`src/rtl/core/bsrc_pkg.sv`:
```
`timescale 1ns / 1ps

package bsrc_pkg;

    localparam int RECORDS_PER_BLAST  = 200;
    localparam int RECORDS_PER_PACKET = 16;
    localparam int CMD_QUEUE_DEPTH    = 2;
    localparam int MAX_DATA_PKTS      = 14;
    localparam int PKT_SIZE_MAX       = 16;
    localparam int CFG_DATA_W         = 24;
    localparam int CFG_ADDR_W         = 1;

    localparam logic [23:0] RECORD_TOTAL_RESET = 24'd0;
    localparam logic [7:0]  RETRY_LIMIT_RESET  = 8'd50;

    typedef enum logic [1:0] {
        MODE_START   = 2'd0,
        MODE_EMPTY   = 2'd1,
        MODE_MISSING = 2'd2,
        MODE_TIMEOUT = 2'd3
    } t_mode;

    typedef enum logic [1:0] {
        KIND_OVER = 2'd0,
        KIND_DATA = 2'd1,
        KIND_DONE = 2'd2
    } t_kind;

    typedef enum logic [CFG_ADDR_W-1:0] {
        CFG_RECORD_TOTAL = 1'b0,
        CFG_RETRY_LIMIT  = 1'b1
    } t_cfg_reg;

    typedef enum logic [1:0] {
        CMD_BLAST,
        CMD_OVER,
        CMD_DONE,
        CMD_RESEND
    } t_cmd_kind;

    typedef enum logic {
        PH_IDLE,
        PH_WAIT
    } t_phase;

    typedef enum logic {
        FS_READY,
        FS_LOAD
    } t_front_state;

    typedef enum logic [1:0] {
        BS_FETCH,
        BS_DATA,
        BS_OVER,
        BS_DONE
    } t_back_state;

    typedef struct packed {
        logic [1:0] mode;
        logic [3:0] missing_index;
        logic       last_entry;
    } t_item;

    typedef struct packed {
        logic [1:0]  packet_kind;
        logic [16:0] blast_number;
        logic [3:0]  packet_number;
        logic [23:0] first_record;
        logic [4:0]  records_in_packet;
        logic [4:0]  packets_total;
        logic        bad_index;
        logic        run_last;
    } t_result;

    typedef struct packed {
        t_cmd_kind   kind;
        logic [16:0] blast;
        logic [23:0] first;
        logic [7:0]  count;
        logic [4:0]  pkts;
        logic [3:0]  idx;
        logic        bad;
        logic        with_over;
    } t_cmd;

    function automatic int pkt_size(input int rpp);
        int s;
        s = rpp;
        if (s > PKT_SIZE_MAX) s = PKT_SIZE_MAX;
        if (s < 1) s = 1;
        return s;
    endfunction

    function automatic int blast_cap(input int rpb, input int ps);
        int c;
        c = rpb;
        if (c > MAX_DATA_PKTS * ps) c = MAX_DATA_PKTS * ps;
        if (c < 1) c = 1;
        return c;
    endfunction

endpackage

```
`src/rtl/core/bsrc_fifo.sv`:
```
`timescale 1ns / 1ps

module bsrc_fifo #(
    parameter type T     = logic,
    parameter int  DEPTH = 2
) (
    input  logic i_clk,
    input  logic i_rst_n,
    input  logic i_push,
    input  T     i_data,
    output logic o_full,
    input  logic i_pop,
    output T     o_data,
    output logic o_empty
);
    localparam int AW = (DEPTH > 1) ? $clog2(DEPTH) : 1;
    localparam int CW = $clog2(DEPTH + 1);

    T              r_mem [DEPTH];
    logic [AW-1:0] r_wr_ptr;
    logic [AW-1:0] r_rd_ptr;
    logic [CW-1:0] r_count;
    logic          wr_en;
    logic          rd_en;

    assign o_full  = (r_count == CW'(DEPTH));
    assign o_empty = (r_count == '0);
    assign wr_en   = i_push && !o_full;
    assign rd_en   = i_pop && !o_empty;
    assign o_data  = r_mem[r_rd_ptr];

    always_ff @(posedge i_clk) begin
        if (wr_en) begin
            r_mem[r_wr_ptr] <= i_data;
        end
    end

    always_ff @(posedge i_clk) begin
        if (!i_rst_n) begin
            r_wr_ptr <= '0;
            r_rd_ptr <= '0;
            r_count  <= '0;
        end else begin
            if (wr_en) begin
                r_wr_ptr <= (r_wr_ptr == AW'(DEPTH - 1)) ? '0 : r_wr_ptr + AW'(1);
            end
            if (rd_en) begin
                r_rd_ptr <= (r_rd_ptr == AW'(DEPTH - 1)) ? '0 : r_rd_ptr + AW'(1);
            end
            if (wr_en && !rd_en) begin
                r_count <= r_count + CW'(1);
            end else if (rd_en && !wr_en) begin
                r_count <= r_count - CW'(1);
            end
        end
    end

endmodule

```
`src/rtl/core/bsrc_front.sv`:
```
`timescale 1ns / 1ps

module bsrc_front #(
    parameter int RECORDS_PER_BLAST  = 200,
    parameter int RECORDS_PER_PACKET = 16
) (
    input  logic           i_clk,
    input  logic           i_rst_n,
    input  logic           i_push,
    input  bsrc_pkg::t_item i_item,
    output logic           o_full,
    input  logic [23:0]    i_record_total,
    input  logic [7:0]     i_retry_limit,
    output logic           o_cmd_push,
    output bsrc_pkg::t_cmd o_cmd,
    input  logic           i_cmd_full
);
    import bsrc_pkg::*;

    localparam int          PS    = pkt_size(RECORDS_PER_PACKET);
    localparam int          CAP   = blast_cap(RECORDS_PER_BLAST, PS);
    localparam logic [23:0] CAP24 = 24'(CAP);

    t_front_state r_state, n_state;
    t_phase       r_phase, n_phase;
    logic [16:0]  r_index, n_index;
    logic [23:0]  r_first, n_first;
    logic [7:0]   r_count, n_count;
    logic [4:0]   r_pkts, n_pkts;
    logic [7:0]   r_timeout, n_timeout;

    logic         accept;
    logic         in_wait;
    logic [7:0]   tc;
    logic         retry_again;
    logic         go_load;
    logic         idx_ok;
    logic         ld_done;
    logic [23:0]  ld_left;
    logic [7:0]   ld_cnt;
    logic [4:0]   ld_pkts;

    assign o_full      = (r_state != FS_READY) || i_cmd_full;
    assign accept      = i_push && !o_full;
    assign in_wait     = (r_phase == PH_WAIT);
    assign tc          = r_timeout + 8'd1;
    assign retry_again = (tc < i_retry_limit);
    assign idx_ok      = ({1'b0, i_item.missing_index} < r_pkts);
    assign go_load     = (i_item.mode == MODE_START)
                      || (in_wait && (i_item.mode == MODE_EMPTY))
                      || (in_wait && (i_item.mode == MODE_TIMEOUT) && !retry_again);

    // blast setup from the current first record
    assign ld_done = (r_first >= i_record_total);
    assign ld_left = i_record_total - r_first;
    assign ld_cnt  = (ld_left > CAP24) ? 8'(CAP) : ld_left[7:0];

    always_comb begin
        ld_pkts = '0;
        for (int p = 0; p < MAX_DATA_PKTS; p++) begin
            if (ld_cnt > 8'(p * PS)) ld_pkts = ld_pkts + 5'd1;
        end
    end

    // next state
    always_comb begin
        n_state = r_state;
        unique case (r_state)
            FS_READY: if (accept && go_load) n_state = FS_LOAD;
            FS_LOAD:  if (!i_cmd_full) n_state = FS_READY;
            default:  n_state = FS_READY;
        endcase
    end

    // command to the back end
    always_comb begin
        o_cmd_push = 1'b0;
        o_cmd      = '0;
        unique case (r_state)
            FS_LOAD: begin
                o_cmd_push      = !i_cmd_full;
                o_cmd.kind      = ld_done ? CMD_DONE : CMD_BLAST;
                o_cmd.blast     = r_index;
                o_cmd.first     = r_first;
                o_cmd.count     = ld_cnt;
                o_cmd.pkts      = ld_pkts;
                o_cmd.with_over = 1'b1;
            end
            FS_READY: begin
                o_cmd.blast = r_index;
                o_cmd.first = r_first;
                o_cmd.count = r_count;
                o_cmd.pkts  = r_pkts;
                if (accept && in_wait && (i_item.mode == MODE_MISSING)) begin
                    o_cmd_push      = 1'b1;
                    o_cmd.kind      = CMD_RESEND;
                    o_cmd.idx       = i_item.missing_index;
                    o_cmd.bad       = !idx_ok;
                    o_cmd.with_over = i_item.last_entry;
                end else if (accept && in_wait && (i_item.mode == MODE_TIMEOUT)
                             && retry_again) begin
                    o_cmd_push = 1'b1;
                    o_cmd.kind = CMD_OVER;
                end
            end
            default: o_cmd_push = 1'b0;
        endcase
    end

    // transfer state
    always_comb begin
        n_phase   = r_phase;
        n_index   = r_index;
        n_first   = r_first;
        n_count   = r_count;
        n_pkts    = r_pkts;
        n_timeout = r_timeout;
        if (r_state == FS_LOAD) begin
            if (!i_cmd_full) begin
                n_timeout = '0;
                if (ld_done) begin
                    n_phase = PH_IDLE;
                end else begin
                    n_phase = PH_WAIT;
                    n_count = ld_cnt;
                    n_pkts  = ld_pkts;
                end
            end
        end else if (accept) begin
            if (i_item.mode == MODE_START) begin
                n_index = '0;
                n_first = '0;
                n_count = '0;
                n_pkts  = '0;
            end else if (in_wait) begin
                unique case (i_item.mode)
                    MODE_MISSING: n_timeout = '0;
                    MODE_TIMEOUT: n_timeout = tc;
                    default:      n_timeout = '0;
                endcase
                if (go_load) begin
                    n_first = r_first + {16'd0, r_count};
                    n_index = r_index + 17'd1;
                    n_count = '0;
                    n_pkts  = '0;
                end
            end
        end
    end

    always_ff @(posedge i_clk) begin
        if (!i_rst_n) begin
            r_state   <= FS_READY;
            r_phase   <= PH_IDLE;
            r_index   <= '0;
            r_first   <= '0;
            r_count   <= '0;
            r_pkts    <= '0;
            r_timeout <= '0;
        end else begin
            r_state   <= n_state;
            r_phase   <= n_phase;
            r_index   <= n_index;
            r_first   <= n_first;
            r_count   <= n_count;
            r_pkts    <= n_pkts;
            r_timeout <= n_timeout;
        end
    end

endmodule

```
`src/rtl/core/bsrc_back.sv`:
```
`timescale 1ns / 1ps

module bsrc_back #(
    parameter int RECORDS_PER_PACKET = 16
) (
    input  logic              i_clk,
    input  logic              i_rst_n,
    input  logic              i_cmd_valid,
    input  bsrc_pkg::t_cmd    i_cmd,
    output logic              o_cmd_pop,
    output logic              o_empty,
    input  logic              i_pop,
    output bsrc_pkg::t_result o_result
);
    import bsrc_pkg::*;

    localparam int         PS   = pkt_size(RECORDS_PER_PACKET);
    localparam logic [7:0] PS8  = 8'(PS);

    t_back_state r_state, n_state;
    t_cmd        r_cmd;
    logic [3:0]  r_p;
    logic [7:0]  r_off;
    t_result     r_res, n_res;
    logic        r_res_valid;

    logic        slot_free;
    logic        emit;
    logic        last_pkt;
    logic [7:0]  diff;
    logic        is_resend;

    assign slot_free = !r_res_valid || i_pop;
    assign is_resend = (r_cmd.kind == CMD_RESEND);
    assign last_pkt  = (({1'b0, r_p} + 5'd1) == r_cmd.pkts);
    assign diff      = r_cmd.count - r_off;

    // next state
    always_comb begin
        n_state = r_state;
        unique case (r_state)
            BS_FETCH: begin
                if (i_cmd_valid) begin
                    unique case (i_cmd.kind)
                        CMD_BLAST:  n_state = (i_cmd.pkts != '0) ? BS_DATA : BS_OVER;
                        CMD_OVER:   n_state = BS_OVER;
                        CMD_DONE:   n_state = BS_DONE;
                        CMD_RESEND: n_state = BS_DATA;
                        default:    n_state = BS_FETCH;
                    endcase
                end
            end
            BS_DATA: begin
                if (slot_free) begin
                    if (is_resend) begin
                        n_state = r_cmd.with_over ? BS_OVER : BS_FETCH;
                    end else if (last_pkt) begin
                        n_state = BS_OVER;
                    end
                end
            end
            BS_OVER, BS_DONE: if (slot_free) n_state = BS_FETCH;
            default: n_state = BS_FETCH;
        endcase
    end

    // outputs
    always_comb begin
        o_cmd_pop = 1'b0;
        emit      = 1'b0;
        n_res     = '0;
        unique case (r_state)
            BS_FETCH: o_cmd_pop = i_cmd_valid;
            BS_DATA: begin
                emit                = slot_free;
                n_res.packet_kind   = KIND_DATA;
                n_res.blast_number  = r_cmd.blast;
                n_res.packet_number = r_p;
                n_res.bad_index     = r_cmd.bad;
                n_res.run_last      = is_resend && !r_cmd.with_over;
                if (!r_cmd.bad) begin
                    n_res.first_record      = r_cmd.first + {16'd0, r_off};
                    n_res.records_in_packet = (diff > PS8) ? 5'(PS) : diff[4:0];
                end
            end
            BS_OVER: begin
                emit                = slot_free;
                n_res.packet_kind   = KIND_OVER;
                n_res.blast_number  = r_cmd.blast;
                n_res.packets_total = r_cmd.pkts;
                n_res.run_last      = 1'b1;
            end
            BS_DONE: begin
                emit              = slot_free;
                n_res.packet_kind = KIND_DONE;
                n_res.run_last    = 1'b1;
            end
            default: emit = 1'b0;
        endcase
    end

    always_ff @(posedge i_clk) begin
        if (o_cmd_pop) begin
            r_cmd <= i_cmd;
            if (i_cmd.kind == CMD_RESEND) begin
                r_p   <= i_cmd.idx;
                r_off <= 8'(32'(i_cmd.idx) * PS);
            end else begin
                r_p   <= '0;
                r_off <= '0;
            end
        end else if (emit && (r_state == BS_DATA)) begin
            r_p   <= r_p + 4'd1;
            r_off <= r_off + PS8;
        end
        if (emit) begin
            r_res <= n_res;
        end
    end

    always_ff @(posedge i_clk) begin
        if (!i_rst_n) begin
            r_state     <= BS_FETCH;
            r_res_valid <= 1'b0;
        end else begin
            r_state <= n_state;
            if (emit) begin
                r_res_valid <= 1'b1;
            end else if (i_pop) begin
                r_res_valid <= 1'b0;
            end
        end
    end

    assign o_empty  = !r_res_valid;
    assign o_result = r_res;

endmodule

```
`src/rtl/core/blast_sender_retransmit_control.sv`:
```
// Blast sender control: turns start, response and timeout events into packet descriptors.
// Events go in through push/full, descriptors come out through empty/pop, oldest first.
// A front end takes one event per cycle when free and turns it into a command; a start or
// blast advance goes through a load state to size the blast. A two-entry command queue
// feeds a back end that fetches a command, then writes one descriptor per cycle into the
// output register while it is free or popped: per blast a data descriptor per packet (up
// to 14) and an over, per missing entry a data descriptor plus an over if last, per
// retried timeout an over. record_total and retry_limit are written through the cfg port;
// the user must write them only while no event is in progress, not enforced by the block.
`timescale 1ns / 1ps

module blast_sender_retransmit_control #(
    parameter int RECORDS_PER_BLAST  = bsrc_pkg::RECORDS_PER_BLAST,
    parameter int RECORDS_PER_PACKET = bsrc_pkg::RECORDS_PER_PACKET,
    parameter int CMD_QUEUE_DEPTH    = bsrc_pkg::CMD_QUEUE_DEPTH
) (
    input  logic                                i_clk,
    input  logic                                i_rst_n,
    input  logic                                push,
    output logic                                full,
    input  bsrc_pkg::t_item                     i_item,
    output logic                                empty,
    input  logic                                pop,
    output bsrc_pkg::t_result                   o_result,
    input  logic                                i_cfg_we,
    input  logic [bsrc_pkg::CFG_ADDR_W-1:0]     i_cfg_addr,
    input  logic [bsrc_pkg::CFG_DATA_W-1:0]     i_cfg_data
);
    import bsrc_pkg::*;

    logic [23:0] r_record_total;
    logic [7:0]  r_retry_limit;

    logic        cmd_push;
    logic        cmd_full;
    logic        cmd_empty;
    logic        cmd_pop;
    t_cmd        cmd_in;
    t_cmd        cmd_out;

    always_ff @(posedge i_clk) begin
        if (!i_rst_n) begin
            r_record_total <= RECORD_TOTAL_RESET;
            r_retry_limit  <= RETRY_LIMIT_RESET;
        end else if (i_cfg_we) begin
            unique case (i_cfg_addr)
                CFG_RECORD_TOTAL: r_record_total <= i_cfg_data[23:0];
                CFG_RETRY_LIMIT:  r_retry_limit  <= i_cfg_data[7:0];
                default:          r_retry_limit  <= r_retry_limit;
            endcase
        end
    end

    bsrc_front #(
        .RECORDS_PER_BLAST  (RECORDS_PER_BLAST),
        .RECORDS_PER_PACKET (RECORDS_PER_PACKET)
    ) u_front (
        .i_clk          (i_clk),
        .i_rst_n        (i_rst_n),
        .i_push         (push),
        .i_item         (i_item),
        .o_full         (full),
        .i_record_total (r_record_total),
        .i_retry_limit  (r_retry_limit),
        .o_cmd_push     (cmd_push),
        .o_cmd          (cmd_in),
        .i_cmd_full     (cmd_full)
    );

    bsrc_fifo #(
        .T     (t_cmd),
        .DEPTH (CMD_QUEUE_DEPTH)
    ) u_cmd_queue (
        .i_clk   (i_clk),
        .i_rst_n (i_rst_n),
        .i_push  (cmd_push),
        .i_data  (cmd_in),
        .o_full  (cmd_full),
        .i_pop   (cmd_pop),
        .o_data  (cmd_out),
        .o_empty (cmd_empty)
    );

    bsrc_back #(
        .RECORDS_PER_PACKET (RECORDS_PER_PACKET)
    ) u_back (
        .i_clk       (i_clk),
        .i_rst_n     (i_rst_n),
        .i_cmd_valid (!cmd_empty),
        .i_cmd       (cmd_out),
        .o_cmd_pop   (cmd_pop),
        .o_empty     (empty),
        .i_pop       (pop),
        .o_result    (o_result)
    );

    a_cmd_no_overflow: assert property (
        @(posedge i_clk) disable iff (!i_rst_n) cmd_push |-> !cmd_full
    ) else $error("command pushed into a full queue");

    a_done_is_last: assert property (
        @(posedge i_clk) disable iff (!i_rst_n)
        (!empty && (o_result.packet_kind == KIND_DONE))
            |-> (o_result.run_last && (o_result.blast_number == '0))
    ) else $error("complete descriptor not last or with nonzero blast");

    a_over_total: assert property (
        @(posedge i_clk) disable iff (!i_rst_n)
        (!empty && (o_result.packet_kind == KIND_OVER))
            |-> ((o_result.packets_total != '0)
                 && (o_result.packets_total <= 5'(MAX_DATA_PKTS)))
    ) else $error("blast over with bad packet total");

endmodule
```
`config.mk`:
```
export PLATFORM = sky130hd
export DESIGN_NAME = blast_sender_retransmit_control
export DESIGN_NICKNAME = d
export VERILOG_FILES = /design/src/rtl/core/bsrc_pkg.sv /design/src/rtl/core/bsrc_fifo.sv /design/src/rtl/core/bsrc_front.sv /design/src/rtl/core/bsrc_back.sv /design/src/rtl/core/blast_sender_retransmit_control.sv
export SDC_FILE = /design/constraint.sdc
export NUM_CORES = 1
export LEC_CHECK = 0
export BUFFER_PORTS_ARGS = -buffer_cell sky130_fd_sc_hd__buf_2
export CAP_MARGIN = 5
export CELL_PAD_IN_SITES_DETAIL_PLACEMENT = 1
export CELL_PAD_IN_SITES_GLOBAL_PLACEMENT = 1
export CORE_AREA = 8 8 277 279
export DETAILED_ROUTE_END_ITERATION = 6
export DIE_AREA = 0 0 285 287
export GPL_TIMING_DRIVEN = 0
export PLACE_DENSITY = 0.46
export SLEW_MARGIN = 15
export SYNTH_ARGS = -nofsm -noshare
export SYNTH_HDL_FRONTEND = slang
export SYNTH_HIERARCHICAL = 1
export SYNTH_SLANG_ARGS = --single-unit
```
`constraint.sdc`:
```
create_clock -name i_clk -period 10.5 [get_ports i_clk]
set_input_delay 1.05 -clock i_clk [delete_from_list [all_inputs] [get_ports i_clk]]
set_output_delay 1.05 -clock i_clk [all_outputs]
set_load 0.05 [all_outputs]
```
== Yosys cells after proc, flatten, opt, wreduce, memory -nomap -nowiden ==
Memories as Yosys holds them, arrays and structs flattened. A register that Yosys moved wholly into a read port is not among the register bits.
Index checks and enable logic that the tools add are counted.

* Input port bits: 37
* Bits in writable memories: 124
* Register bits: 232
* Output and inout port bits: 61
* Memories kept: 1

{| class="wikitable"
|+ Memory list
! memory !! depth !! bits a word !! read ports !! clocked after Yosys merged registers in !! write ports !! line !! text
|-
| u_cmd_queue.r_mem || 2 || 62 || 1 || 1 || 1 || bsrc_fifo.sv:19 || <nowiki>T r_mem [DEPTH];</nowiki>
|}

* Multiplexer cells: 85
* Bitwise gates (word level): 4
* Equal/unequal tests: 19
* Reduce and logical (&&, ||, !) cells: 54
* $lt $le $gt $ge: 19
* $add $sub $neg: 26

{| class="wikitable"
|+ Operators by type and width
! cell !! count
|-
| two-way mux 8 bit || 17
|-
| case mux 56 bit (2 select lines) || 1
|-
| two-way mux 5 bit || 22
|-
| two-way mux 24 bit || 3
|-
| adder 5 x 1 -> 5 bit (second input constant) || 13
|-
| two-way mux 17 bit || 3
|-
| adder 24 x 8 -> 24 bit || 2
|-
| > comparator 8 bit (second input constant) || 6
|-
| > comparator 8 x 7 -> 1 bit (second input constant) || 4
|-
| greater-or-equal comparator 24 bit || 1
|-
| > comparator 24 x 8 -> 1 bit (second input constant) || 1
|-
| subtractor 24 bit || 1
|-
| two-way mux 2 bit || 11
|-
| adder 17 x 1 -> 17 bit (second input constant) || 1
|-
| two-way mux 1 bit || 17
|-
| == test 2 bit (second input constant) || 8
|-
| > comparator 8 x 5 -> 1 bit (second input constant) || 2
|-
| > comparator 8 x 6 -> 1 bit (second input constant) || 2
|-
| logical AND 1 bit || 15
|-
| nonzero test 2 bit || 7
|-
| two-way mux 4 bit || 3
|-
| AND reduction 4 bit || 3
|-
| zero test 1 bit || 9
|-
| adder 8 x 1 -> 8 bit (second input constant) || 1
|-
| 29 further kinds || 54
|}

== Longest topological paths before layout ==
Gate-level depths: netlist (run 1).

* Word-level depth: 34
* Gate-level depth with buffers: 49
* Gate-level depth less buffers: 47

== Modules after synthesis ==
Netlist (run 1), hierarchy kept.

{| class="wikitable"
|+ By module, submodules not included
! module !! seq. area each (µm²) !! cells each !! area each (µm²) !! instances
|-
| bsrc_front || 1281.2 || 893 || 6596.3 || 1
|-
| bsrc_back || 3813.7 || 342 || 5250.0 || 1
|-
| bsrc_fifo || 3823.7 || 218 || 4705.8 || 1
|-
| blast_sender_retransmit_control || 640.6 || 136 || 1286.2 || 1
|}

== Least setup slack after synthesis (run 1) ==
No wires, ideal clock.

* Path kind: register -> register
* Start point: register r_record_total[0]
* End point: memory u_cmd_queue/r_mem[0][10] (netlist name), data pin
* Stages on the path, launching flop included: 48
* Setup slack: 1.009 ns
* Clock period less this slack: 9.491 ns
* Data required time: 10.229 ns
* Data arrival time: 9.220 ns
* Cells stage by stage: dfxtp_1 -> inv_1 -> ha_1 -> fa_1 -> nand2b_1 -> a211oi_2 -> nor2_1 -> o211a_1 -> o211ai_1 -> xor2_1 -> or4_1 -> buf_4 -> or4_4 -> or2_2 -> ha_1 -> clkbuf_1 -> xnor2_1 -> ha_1 -> (+12 left out) -> mux2i_1 -> ha_1 -> nand2_1 -> nand2_1 -> and3_1 -> a211oi_1 -> ha_1 -> nand2_1 -> o21ai_0 -> ha_1 -> mux2_2 -> ha_1 -> nand2b_1 -> a21oi_1 -> a21oi_1 -> mux2i_1 -> xnor2_1 -> o21ai_1

{| class="wikitable"
|+ RTL lines
! what !! line !! text
|-
| start: declaration || blast_sender_retransmit_control.sv:31 || <nowiki>logic [23:0] r_record_total;</nowiki>
|-
| start signal: assignment || blast_sender_retransmit_control.sv:47 || <nowiki>CFG_RECORD_TOTAL: r_record_total <= i_cfg_data[23:0];</nowiki>
|-
| end: declaration || bsrc_fifo.sv:19 ||
|}

==> results of run 1 <==
==> final cells by class <==
| class | count | area share, % |
|---|---|---|
| Inverter | 81 | 1.44 |
| Tap cell | 959 | 5.64 |
| Multi-Input combinational cell | 1089 | 36.4 |
| Buffer | 62 | 1.52 |
| Sequential cell | 353 | 45.0 |
| Clock inverter | 15 | 0.700 |
| Clock buffer | 63 | 5.94 |
| Timing Repair Buffer | 114 | 3.36 |
==> cell usage in the layout (no fill, tap or decap), types with 45 or more instances in the layout <==
cell type and count:
nand2_1 157, and2_1 55, buf_2 110, a21oi_1 67
edfxtp_1 249, dfxtp_1 98, clkbuf_16 46, inv_1 79
clkbuf_1 45, mux2_2 63, ha_1 72, o21ai_0 55
xnor2_1 53, xor2_1 46, nor2_1 95
==> through the flow <==
step,hold WS [ns],setup WS (ns),cell area [um^2],utilization [%]
2_1_floorplan,0.426,1.01,17800,-
3_3_place_gp,0.445,-0.875,19500,27.0
3_5_place_dp,0.443,-0.960,19700,27.3
4_1_cts,0.463,0.0348,21200,29.3
5_1_grt,0.488,-0.0145,21300,29.4
6_report,0.462,0.505,21300,29.4
==> routing by layer <==
| layer | wire [um] | share of wire [%] | vias up |
|---|---|---|---|
| met5 | 0 | 0 | - |
| met2 | 23700 | 49 | 158 |
| met1 | 21900 | 45 | 5985 |
| met4 | 1300 | 2.7 | 0 |
| met3 | 1610 | 3.3 | 67 |
| li1 | - | - | 6067 |
==> critical path: cells and delay by family (launching register included) <==
| kind | cells | cell delay (ns) |
|---|---|---|
| flops | 1 | 0.33 |
| mux | 3 | 0.60 |
| xor+xnor | 3 | 0.53 |
| compound gates | 11 | 1.86 |
| simple gates | 13 | 2.68 |
| buf+inv | 3 | 0.21 |
| fa+ha+maj | 12 | 3.51 |
==> power by group <==
group / internal (mW) / switching [mW] / total, mW
sequential: 1.67 / 0.0528 / 1.73
clock: 0.888 / 0.592 / 1.48
combinational: 0.258 / 0.719 / 0.977
==> sequential cells by signal (all words and copies together) (netlist names), 2 cells and up, named ones only <==
name / flops
u_front/r_pkts: 5
u_back/r_state: 2
u_front/r_count: 8
u_front/r_first: 24
u_cmd_queue/r_count: 2
u_back/r_off: 4
u_front/r_index: 17
r_record_total: 24
u_cmd_queue/r_mem: 124
r_retry_limit: 8
u_back/o_result: 59
u_front/r_timeout: 8
u_back/r_cmd: 58
u_back/r_p: 4
==> final timing paths <==
kind	endpoint	slack, ns	startpoint	depth (start not counted)
hold reg to reg	u_front/r_pkts[3]$_SDFFE_PN0P_	0.46	u_front/r_pkts[3]$_SDFFE_PN0P_	2
setup reg to reg	u_cmd_queue/r_mem[1][10]$_DFFE_PP_	0.50	r_record_total[0]$_SDFFE_PN0P_	45
hold / removal	u_front/r_pkts[3]$_SDFFE_PN0P_	0.46	u_front/r_pkts[3]$_SDFFE_PN0P_	2
setup / recovery	u_cmd_queue/r_mem[1][10]$_DFFE_PP_	0.50	r_record_total[0]$_SDFFE_PN0P_	45
==> cell families (layout without fill, tap and decap cells) <==
kind of cell               Yosys count  in the layout
and+or+nand+nor                    527            527
muxes                              108            108
DFF                                353            353
adders and majority gates           77             77
xor gates and xnor gates           102            102
AOI/OAI and AO/OA                  275            275
buffers and inverters              147            335
==> what timing repair did <==
action,in CTS,in global routing
setup buffers,2,6
hold buffers,0,0
gates resized for setup,9,18
endpoints found under the setup margin,12,12
pin swaps,3,6
==> results_dict.tcl, run 1 <==
set metrics [dict create \
    outcome "finished, final reports clean" \
    root_buffer "clkbuf_16" \
    cts_tree "built" \
    clk_pin_slew_worst_paths_ns 0.07 \
    drive_above_1_share_pct 18.8 \
    max_stage_delay_ns 0.67 \
    busiest_layer "met2" \
    insertion_delay_ns 0.57 \
    ff_latch_area_um2 9570 \
    setup_tns_ns 0 \
    multiInputGateArea_um2 7750 \
    leakage_nw 7.79 \
    dp.cells 2654 \
    synth-simple-area-share_pct 15.1 \
    synthDominantCellAreaShare_pct 41.9 \
    cap_violations 0 \
    antenna_cells 0 \
    crit_required_ns 10.79 \
    drt_wl_total_um 48500 \
    rows 99 \
    dieArea_um2 81800 \
    grt_pass1_vias 13200 \
    synth_mux_area_share_pct 6.53 \
    remaining_drc_errors 0 \
    synth_largest_area_cell "edfxtp_1" \
    grt_usage_pct 11.7 \
    htree_levels 2 \
    yosysUniqueCellTypes 104 \
    routedWlPerCell_um 17.7 \
    p_per_area_nw_per_um2 197 \
    start_util_pct 24.7 \
    cts_max_path_buffers 3 \
    synth_seq_area_share_pct 53.6 \
    peakVddDrop_mv 0.137 \
    grtUsageMet1_pct 14.5 \
    synth_top_family_by_area "simple AND/OR/NAND/NOR gates" \
    synth_cells 1589 \
    clock_sinks 353 \
    synth.most_common_cell "edfxtp_1" \
    finalCritPeriodShare_pct 95.2 \
    portBuffers 97 \
    synth-xor-area-share_pct 5.18 \
    worstSetupEndpointType "register" \
    fmax_mhz 100 \
    firstDrtPassIters 7 \
    antenna_left 0 \
    synth_common_cells "249 x edfxtp_1, 157 x nand2_1, 104 x dfxtp_1" \
    path_common_cell "ha_1" \
    power.total_mw 4.18 \
    vias_per_cell 4.49 \
    skew_ns 0.0173 \
    dpl.hpwl_um 37400 \
    ys_warn_count 6 \
    area_growth_syn_to_layout_pct 19.3 \
    synth_edf_count 249 \
    async_reset_ff_share_pct 0 \
    relSlewSlack_pct 39.9 \
    met2_usage_pct 20.8 \
    die_h_um 287 \
    grt_antenna_before_repair 1 \
    crit_path_top_delay_cell "or4_4" \
    synth.area.top_cells "edfxtp_1 42%, dfxtp_1 12%, ha_1 5.2%" \
    ys_seq_elements 353 \
    crit_fanout 8 \
    syn_area_per_cell_um2 11.2 \
    dieWidth_um 285 \
    grt.overflow.total 0 \
    vias 12300 \
    gp_congestion 0.805 \
    path_class "register to register" \
    ioPinCount 98 \
    syn_nets 1703 \
    crit_arrival_ns 10.28 \
    setup_violations 0 \
    grt_use_met3_pct 1.83 \
    hp-class "register to register" \
    synth_area_um2 17800 \
    crit_path_start_kind "register" \
    synth_fa_ha_area_share_pct 5.53 \
    grt_pass1_wl_um 76800 \
    period_minus_slack_ns 10.0 \
    nFillCells 8074 \
    tightest_slew_ns 0.893 \
    layoutNonFillerInstCount 2736 \
    synth_compound_area_share_pct 10.5 \
    hold_viol 0 \
    fin_nets 1857 \
    synth_flop_cell "edfxtp_1" \
    core_um2 72300 \
    cts_made_buffers 42 \
    slew_viol_final 0 \
    initialDrtViolationCount 542 \
    grt_max_degree 49 \
]
No activity file was read; power rests on OpenSTA's default activity.
==> run 2, diff against run 1 <==
--- a/config.mk
+++ b/config.mk
@@ -14,6 +14,7 @@
 export DIE_AREA = 0 0 285 287
 export GPL_TIMING_DRIVEN = 0
 export PLACE_DENSITY = 0.46
+export REMOVE_ABC_BUFFERS = 1
 export SLEW_MARGIN = 15
 export SYNTH_ARGS = -nofsm -noshare
 export SYNTH_HDL_FRONTEND = slang
==> run 2 against run 1 <==
Compared with the run above:
- core utilization shrank 0.10 points
- die area is the same
- first-iteration DRC count shrank 17%
- combinational power shrank 1%
- clock skew grew 0.0028 ns
- final cell count shrank 2.0%
- count of clock-buffer cells in the layout shrank 7
- via count shrank 2.0%
- routed wire length shrank 4.1%
==> results_dict.tcl, run 2 (synthesized netlist as in run 1, its figures left out) <==
set metrics [dict create \
    outcome "finished, final reports clean" \
    gp_congestion 0.774 \
    period_minus_slack_ns 9.95 \
    crit_start "r_record_total[0]$_SDFFE_PN0P_" \
    crit_cells 45 \
    core_um2 72300 \
    hold_depth 2 \
    slew_viol_final 0 \
    insertion_delay_ns 0.56 \
    grt_antenna_before_repair 1 \
    antenna_left 0 \
    grt_pass1_vias 13100 \
    max_stage_delay_ns 0.63 \
    ff_latch_area_um2 9570 \
    path_common_cell "ha_1" \
    tightest_slew_ns 1.12 \
    grt_use_met3_pct 2.31 \
    final_common_cell "edfxtp_1" \
    ioPinCount 98 \
    hold_viol 0 \
    leakage_nw 7.69 \
    reg2reg_from "r_record_total[0]$_SDFFE_PN0P_" \
    area_growth_syn_to_layout_pct 18.9 \
    setup_violations 0 \
    hold_start "r_retry_limit[3]$_SDFFE_PN0P_" \
    reg2reg_slack_ns 0.55 \
    fin_nets 1801 \
    drive_above_1_share_pct 18.8 \
    drt_wl_total_um 46600 \
    setup_tns_ns 0 \
    firstDrtPassIters 4 \
    dieWidth_um 285 \
    path_buf_inv 3 \
    met2_usage_pct 19.6 \
    peakVddDrop_mv 0.108 \
    rows 99 \
    hold-worst-slack_ns 0.461 \
    path_class "register to register" \
    dieArea_um2 81800 \
    dpl.hpwl_um 34200 \
    clk_pin_slew_worst_paths_ns 0.06 \
    worstSetupEndpointType "register" \
    initialDrtViolationCount 452 \
    vias 12000 \
    relSlewSlack_pct 25.5 \
    reg_top3 "u_cmd_queue/r_mem (124), u_back/o_result (59), u_back/r_cmd (58)" \
    nFillCells 8070 \
    crit_fanout 5 \
    root_buffer "clkbuf_16" \
    crit_arrival_ns 10.23 \
    remaining_drc_errors 0 \
    p_per_area_nw_per_um2 199 \
    grt_pass1_wl_um 74000 \
    crit_required_ns 10.78 \
    cts_max_path_buffers 3 \
    multiInputGateArea_um2 7870 \
    busiest_layer "met2" \
    cap_violations 0 \
    grt.overflow.total 0 \
    regMostFlops "u_cmd_queue/r_mem" \
    portBuffers 97 \
    crit_family "adder cells" \
    clock_sinks 353 \
    skew_ns 0.0201 \
    crit_path_start_kind "register" \
    endpoint "u_cmd_queue/r_mem[0][10]$_DFFE_PP_" \
    grt_usage_pct 11.2 \
    hp-class "register to register" \
    timing.rr.end "u_cmd_queue/r_mem[0][10]$_DFFE_PP_" \
    finalCritPeriodShare_pct 94.7 \
    grt_max_degree 56 \
    fmax_mhz 101 \
    power.total_mw 4.21 \
    die_h_um 287 \
    most-common-layout-cells "249 x edfxtp_1, 156 x nand2_1, 98 x dfxtp_1, 96 x buf_2, 96 x nor2_1" \
    crit_path_top_delay_cell "or4_4" \
    start_util_pct 24.7 \
    cts_made_buffers 43 \
    htree_levels 2 \
    r2r_cells 45 \
    largest_reg_flops 124 \
    hold_buffers 0 \
    cts_tree "built" \
    routedWlPerCell_um 17.4 \
    grtUsageMet1_pct 14.0 \
    vias_per_cell 4.49 \
]
==> run 2: cell count changes in the layout (fill, tap and decap cells not counted), sizes merged <==
cell	delta
buf	-24
clkinv	+4
diode	+1
inv	-3
clkbuf	-40
clkinvlp	+2
bufinv	+4
==> run 2: how the worst min path moves through the flow <==
stage,end,slack [ns]
2_1_floorplan,u_cmd_queue/r_mem[0][32]$_DFFE_PP_,0.43
3_3_place_gp,u_front/r_pkts[3]$_SDFFE_PN0P_,0.45
3_5_place_dp,u_front/r_pkts[3]$_SDFFE_PN0P_,0.45
4_1_cts,u_front/r_pkts[3]$_SDFFE_PN0P_,0.46
5_1_grt,r_retry_limit[3]$_SDFFE_PN0P_,0.48
6_report,r_retry_limit[3]$_SDFFE_PN0P_,0.46
==> run 2: final cells by class <==
class,count,share of cell area [%]
Antenna cell,1,0.0118
Timing Repair Buffer,119,3.87
Tap cell,959,5.66
Clock buffer,56,5.40
Inverter,81,1.45
Clock inverter,22,1.38
Sequential cell,353,45.1
Multi-Input combinational cell,1089,37.1
==> run 2: power by group <==
part | switching [mW] | total [mW] | internal [mW]
combinational | 0.711 | 0.967 | 0.256
clock | 0.597 | 1.52 | 0.919
sequential | 0.0546 | 1.73 | 1.67
==> run 2: worst min-delay path: cells and delay by family, from the launching register on <==
family	cells	cell delay, ns
AND/OR/NAND/NOR	1	0.05
multiplexers	1	0.05
flip-flops	1	0.31
==> run 2: repair_timing <==
item,in CTS,in global routing
endpoints found under the setup margin,12,12
buffers inserted,1,8
pin swaps,0,7
resized for setup,13,23
==> run 2: layer usage <==
metal | part of all wire, % | wire length [um]
met1 | 46 | 21400
met2 | 48 | 22300
met3 | 3.8 | 1790
met4 | 2.2 | 1030
met5 | 0.017 | 8
==> run 2: stage by stage <==
| stage | utilization, % | cells | area, um^2 | setup slack (ns) |
|---|---|---|---|---|
| after detailed placement | 27.0 | 2592 | 19500 | -0.982 |
| after global placement | 26.5 | 2579 | 19200 | -1.56 |
| after floorplan | - | 1523 | 17500 | 0.870 |
| after CTS | 29.1 | 2671 | 21000 | 0.0132 |
| final | 29.3 | 2680 | 21200 | 0.554 |
| after global routing | 29.3 | 2679 | 21200 | -0.0210 |
==> run 3, diff against run 2 <==
--- a/config.mk
+++ b/config.mk
@@ -7,7 +7,7 @@
 export LEC_CHECK = 0
 export BUFFER_PORTS_ARGS = -buffer_cell sky130_fd_sc_hd__buf_2
 export CAP_MARGIN = 5
-export CELL_PAD_IN_SITES_DETAIL_PLACEMENT = 1
+export CELL_PAD_IN_SITES_DETAIL_PLACEMENT = 0
 export CELL_PAD_IN_SITES_GLOBAL_PLACEMENT = 1
 export CORE_AREA = 8 8 277 279
 export DETAILED_ROUTE_END_ITERATION = 6
==> run 3 against run 2 <==
Compared with the run above:
- final cell count about the same
- worst setup slack gained 0.082 ns
- core utilization about the same
- fmax rose by 0.83%
- total power decreased by 0.25%
- clock skew fell by 0.0081 ns
- die area stayed put
- critical path type unchanged
- clock power hardly changed
- combinational power decreased by 0.4%
- worst hold slack worse by 0.0017 ns
- critical endpoint is now u_cmd_queue/r_mem[0][9]$_DFFE_PP_
- routed wire length decreased by 4.7%
- sequential power is essentially flat
==> results_dict.tcl, run 3 (synthesized netlist as in run 1, its figures left out) <==
set metrics [dict create \
    core_um2 72300 \
    crit_fanout 8 \
    regMostFlops "u_cmd_queue/r_mem" \
    place_area_um2 19500 \
    dieArea_um2 81800 \
    period_minus_slack_ns 9.86 \
    power_frac_clock_pct 35.9 \
    intPower_mw 2.84 \
    setup_tns_ns 0 \
    finalCritPeriodShare_pct 93.9 \
    grt_pass1_vias 12200 \
    seqPwrFrac_pct 41.2 \
    hold_viol 0 \
    outcome "finished, final reports clean" \
    root_buffer "clkbuf_16" \
    design_area_um2 21200 \
    grt_pass1_wl_um 69800 \
    leakage_nw 7.70 \
    crit_start "r_record_total[1]$_SDFFE_PN0P_" \
    worstSetupEndpointType "register" \
    grt_usage_pct 10.6 \
    ioPinCount 98 \
    htree_levels 2 \
    firstDrtPassIters 5 \
    gp_congestion 0.774 \
    reg_top3 "u_cmd_queue/r_mem (124), u_back/o_result (59), u_back/r_cmd (58)" \
    final_common_cell "edfxtp_1" \
    reg2reg_from "r_record_total[1]$_SDFFE_PN0P_" \
    antenna_left 0 \
    drive_above_1_share_pct 19.1 \
    path_common_cell "ha_1" \
    cap_violations 0 \
    start_util_pct 24.7 \
    remaining_drc_errors 0 \
    routedWlPerCell_um 16.6 \
    dieWidth_um 285 \
    crit_required_ns 10.72 \
    p_comb_share_pct 22.9 \
    max_stage_delay_ns 0.61 \
    p_per_area_nw_per_um2 198 \
    die_h_um 287 \
    skew_ns 0.0120 \
    fin_nets 1801 \
    largest_reg_flops 124 \
    vias_per_cell 4.40 \
    grt_max_degree 56 \
    crit_path_top_delay_cell "or4_4" \
    slew_viol_final 0 \
    drt_wl_total_um 44400 \
    relSlewSlack_pct 25.1 \
    path_class "register to register" \
    p_sw_share_pct 32.4 \
    clock_sinks 353 \
    rows 99 \
    grt_antenna_before_repair 1 \
    initialDrtViolationCount 527 \
    insertion_delay_ns 0.56 \
    crit_path_start_kind "register" \
    cts_max_path_buffers 3 \
    fmax_mhz 101 \
    clk_pin_slew_worst_paths_ns 0.06 \
    hp-class "register to register" \
    crit_arrival_ns 10.09 \
    p_sw_mw 1.36 \
    most-common-layout-cells "249 x edfxtp_1, 156 x nand2_1, 99 x dfxtp_1, 96 x buf_2, 96 x nor2_1" \
    portBuffers 97 \
    grt.overflow.total 0 \
    tightest_slew_ns 1.12 \
    setup_violations 0 \
    peakVddDrop_mv 0.114 \
    hold_start "r_retry_limit[7]$_SDFFE_PN0P_" \
    vias 11800 \
    area_growth_syn_to_layout_pct 19.0 \
    cts_made_buffers 42 \
    cts_tree "built" \
    dpl.hpwl_um 32400 \
]
-- run 3: cell count changes in the layout (fill, tap and decap cells not counted), moves of 2 or more --
cell and delta:
clkbuf_1 -3, bufinv_16 -2, clkinv_1 -2, clkbuf_8 +5, inv_6 +3
-- run 3: critical path, delay by kind of cell (launching register included) --
kind | cells | cell delay [ns]
AOI/OAI and AO/OA | 11 | 2.10
xor gates and xnor gates | 6 | 1.35
adders and majority gates | 8 | 2.68
buffers and inverters | 4 | 0.41
DFF | 1 | 0.45
muxes | 1 | 0.24
and+or+nand+nor | 10 | 2.27
-- run 3: cell type report --
type,count,area (um^2)
Antenna cell,1,2.50
Multi-Input combinational cell,1089,7870
Clock buffer,58,1200
Tap cell,959,1200
Fill cell,7519,51100
Inverter,81,307
Clock inverter,20,246
Sequential cell,353,9570
Timing Repair Buffer,120,828
-- run 3: power by group through the flow --
stage	Combinational, mW	Clock (mW)	Sequential [mW]
after global routing	1.04	1.63	1.74
after floorplan	0.359	0	2.09
after global placement	0.930	0	1.78
final	0.963	1.51	1.73
after CTS	0.978	1.57	1.73
after detailed placement	0.968	0	1.76
-- run 3: what timing repair did --
| action | 4_1_cts | 5_1_grt |
|---|---|---|
| hold buffers | 0 | 0 |
| setup buffers | 0 | 10 |
| setup endpoints to repair | 12 | 12 |
| gates resized for setup | 13 | 23 |
| cloned | 0 | 0 |
| pin swaps | 0 | 9 |
-- run 3: through the flow --
stage,total power [mW],hold WS (ns),utilization [%],std cells,setup slack [ns]
2_1_floorplan,2.44,0.426,-,1523,0.870
3_3_place_gp,2.71,0.447,26.5,2579,-1.56
3_5_place_dp,2.73,0.451,27.0,2592,-0.774
4_1_cts,4.29,0.459,29.1,2670,0.0476
5_1_grt,4.41,0.469,29.3,2680,-0.0212
6_report,4.20,0.459,29.3,2681,0.636
-- run 3: metal layers --
| layer | GRT usage [%] | vias to the layer above | share of wire, % |
|---|---|---|---|
| li1 | - | 5951 | - |
| met1 | 13.7 | 5599 | 47 |
| met2 | 18.1 | 182 | 47 |
| met3 | 2.18 | 69 | 4.1 |
| met4 | 2.72 | 2 | 2.2 |
| met5 | 0 | - | 0.025 |
-- run 3: path summary, 6_finish.rpt --
check | to | slack (ns) | depth (start not counted)
setup / recovery | u_cmd_queue/r_mem[0][9]$_DFFE_PP_ | 0.64 | 40
hold / removal | r_retry_limit[7]$_SDFFE_PN0P_ | 0.46 | 2
setup reg to reg | u_cmd_queue/r_mem[0][9]$_DFFE_PP_ | 0.64 | 40
hold reg to reg | r_retry_limit[7]$_SDFFE_PN0P_ | 0.46 | 2
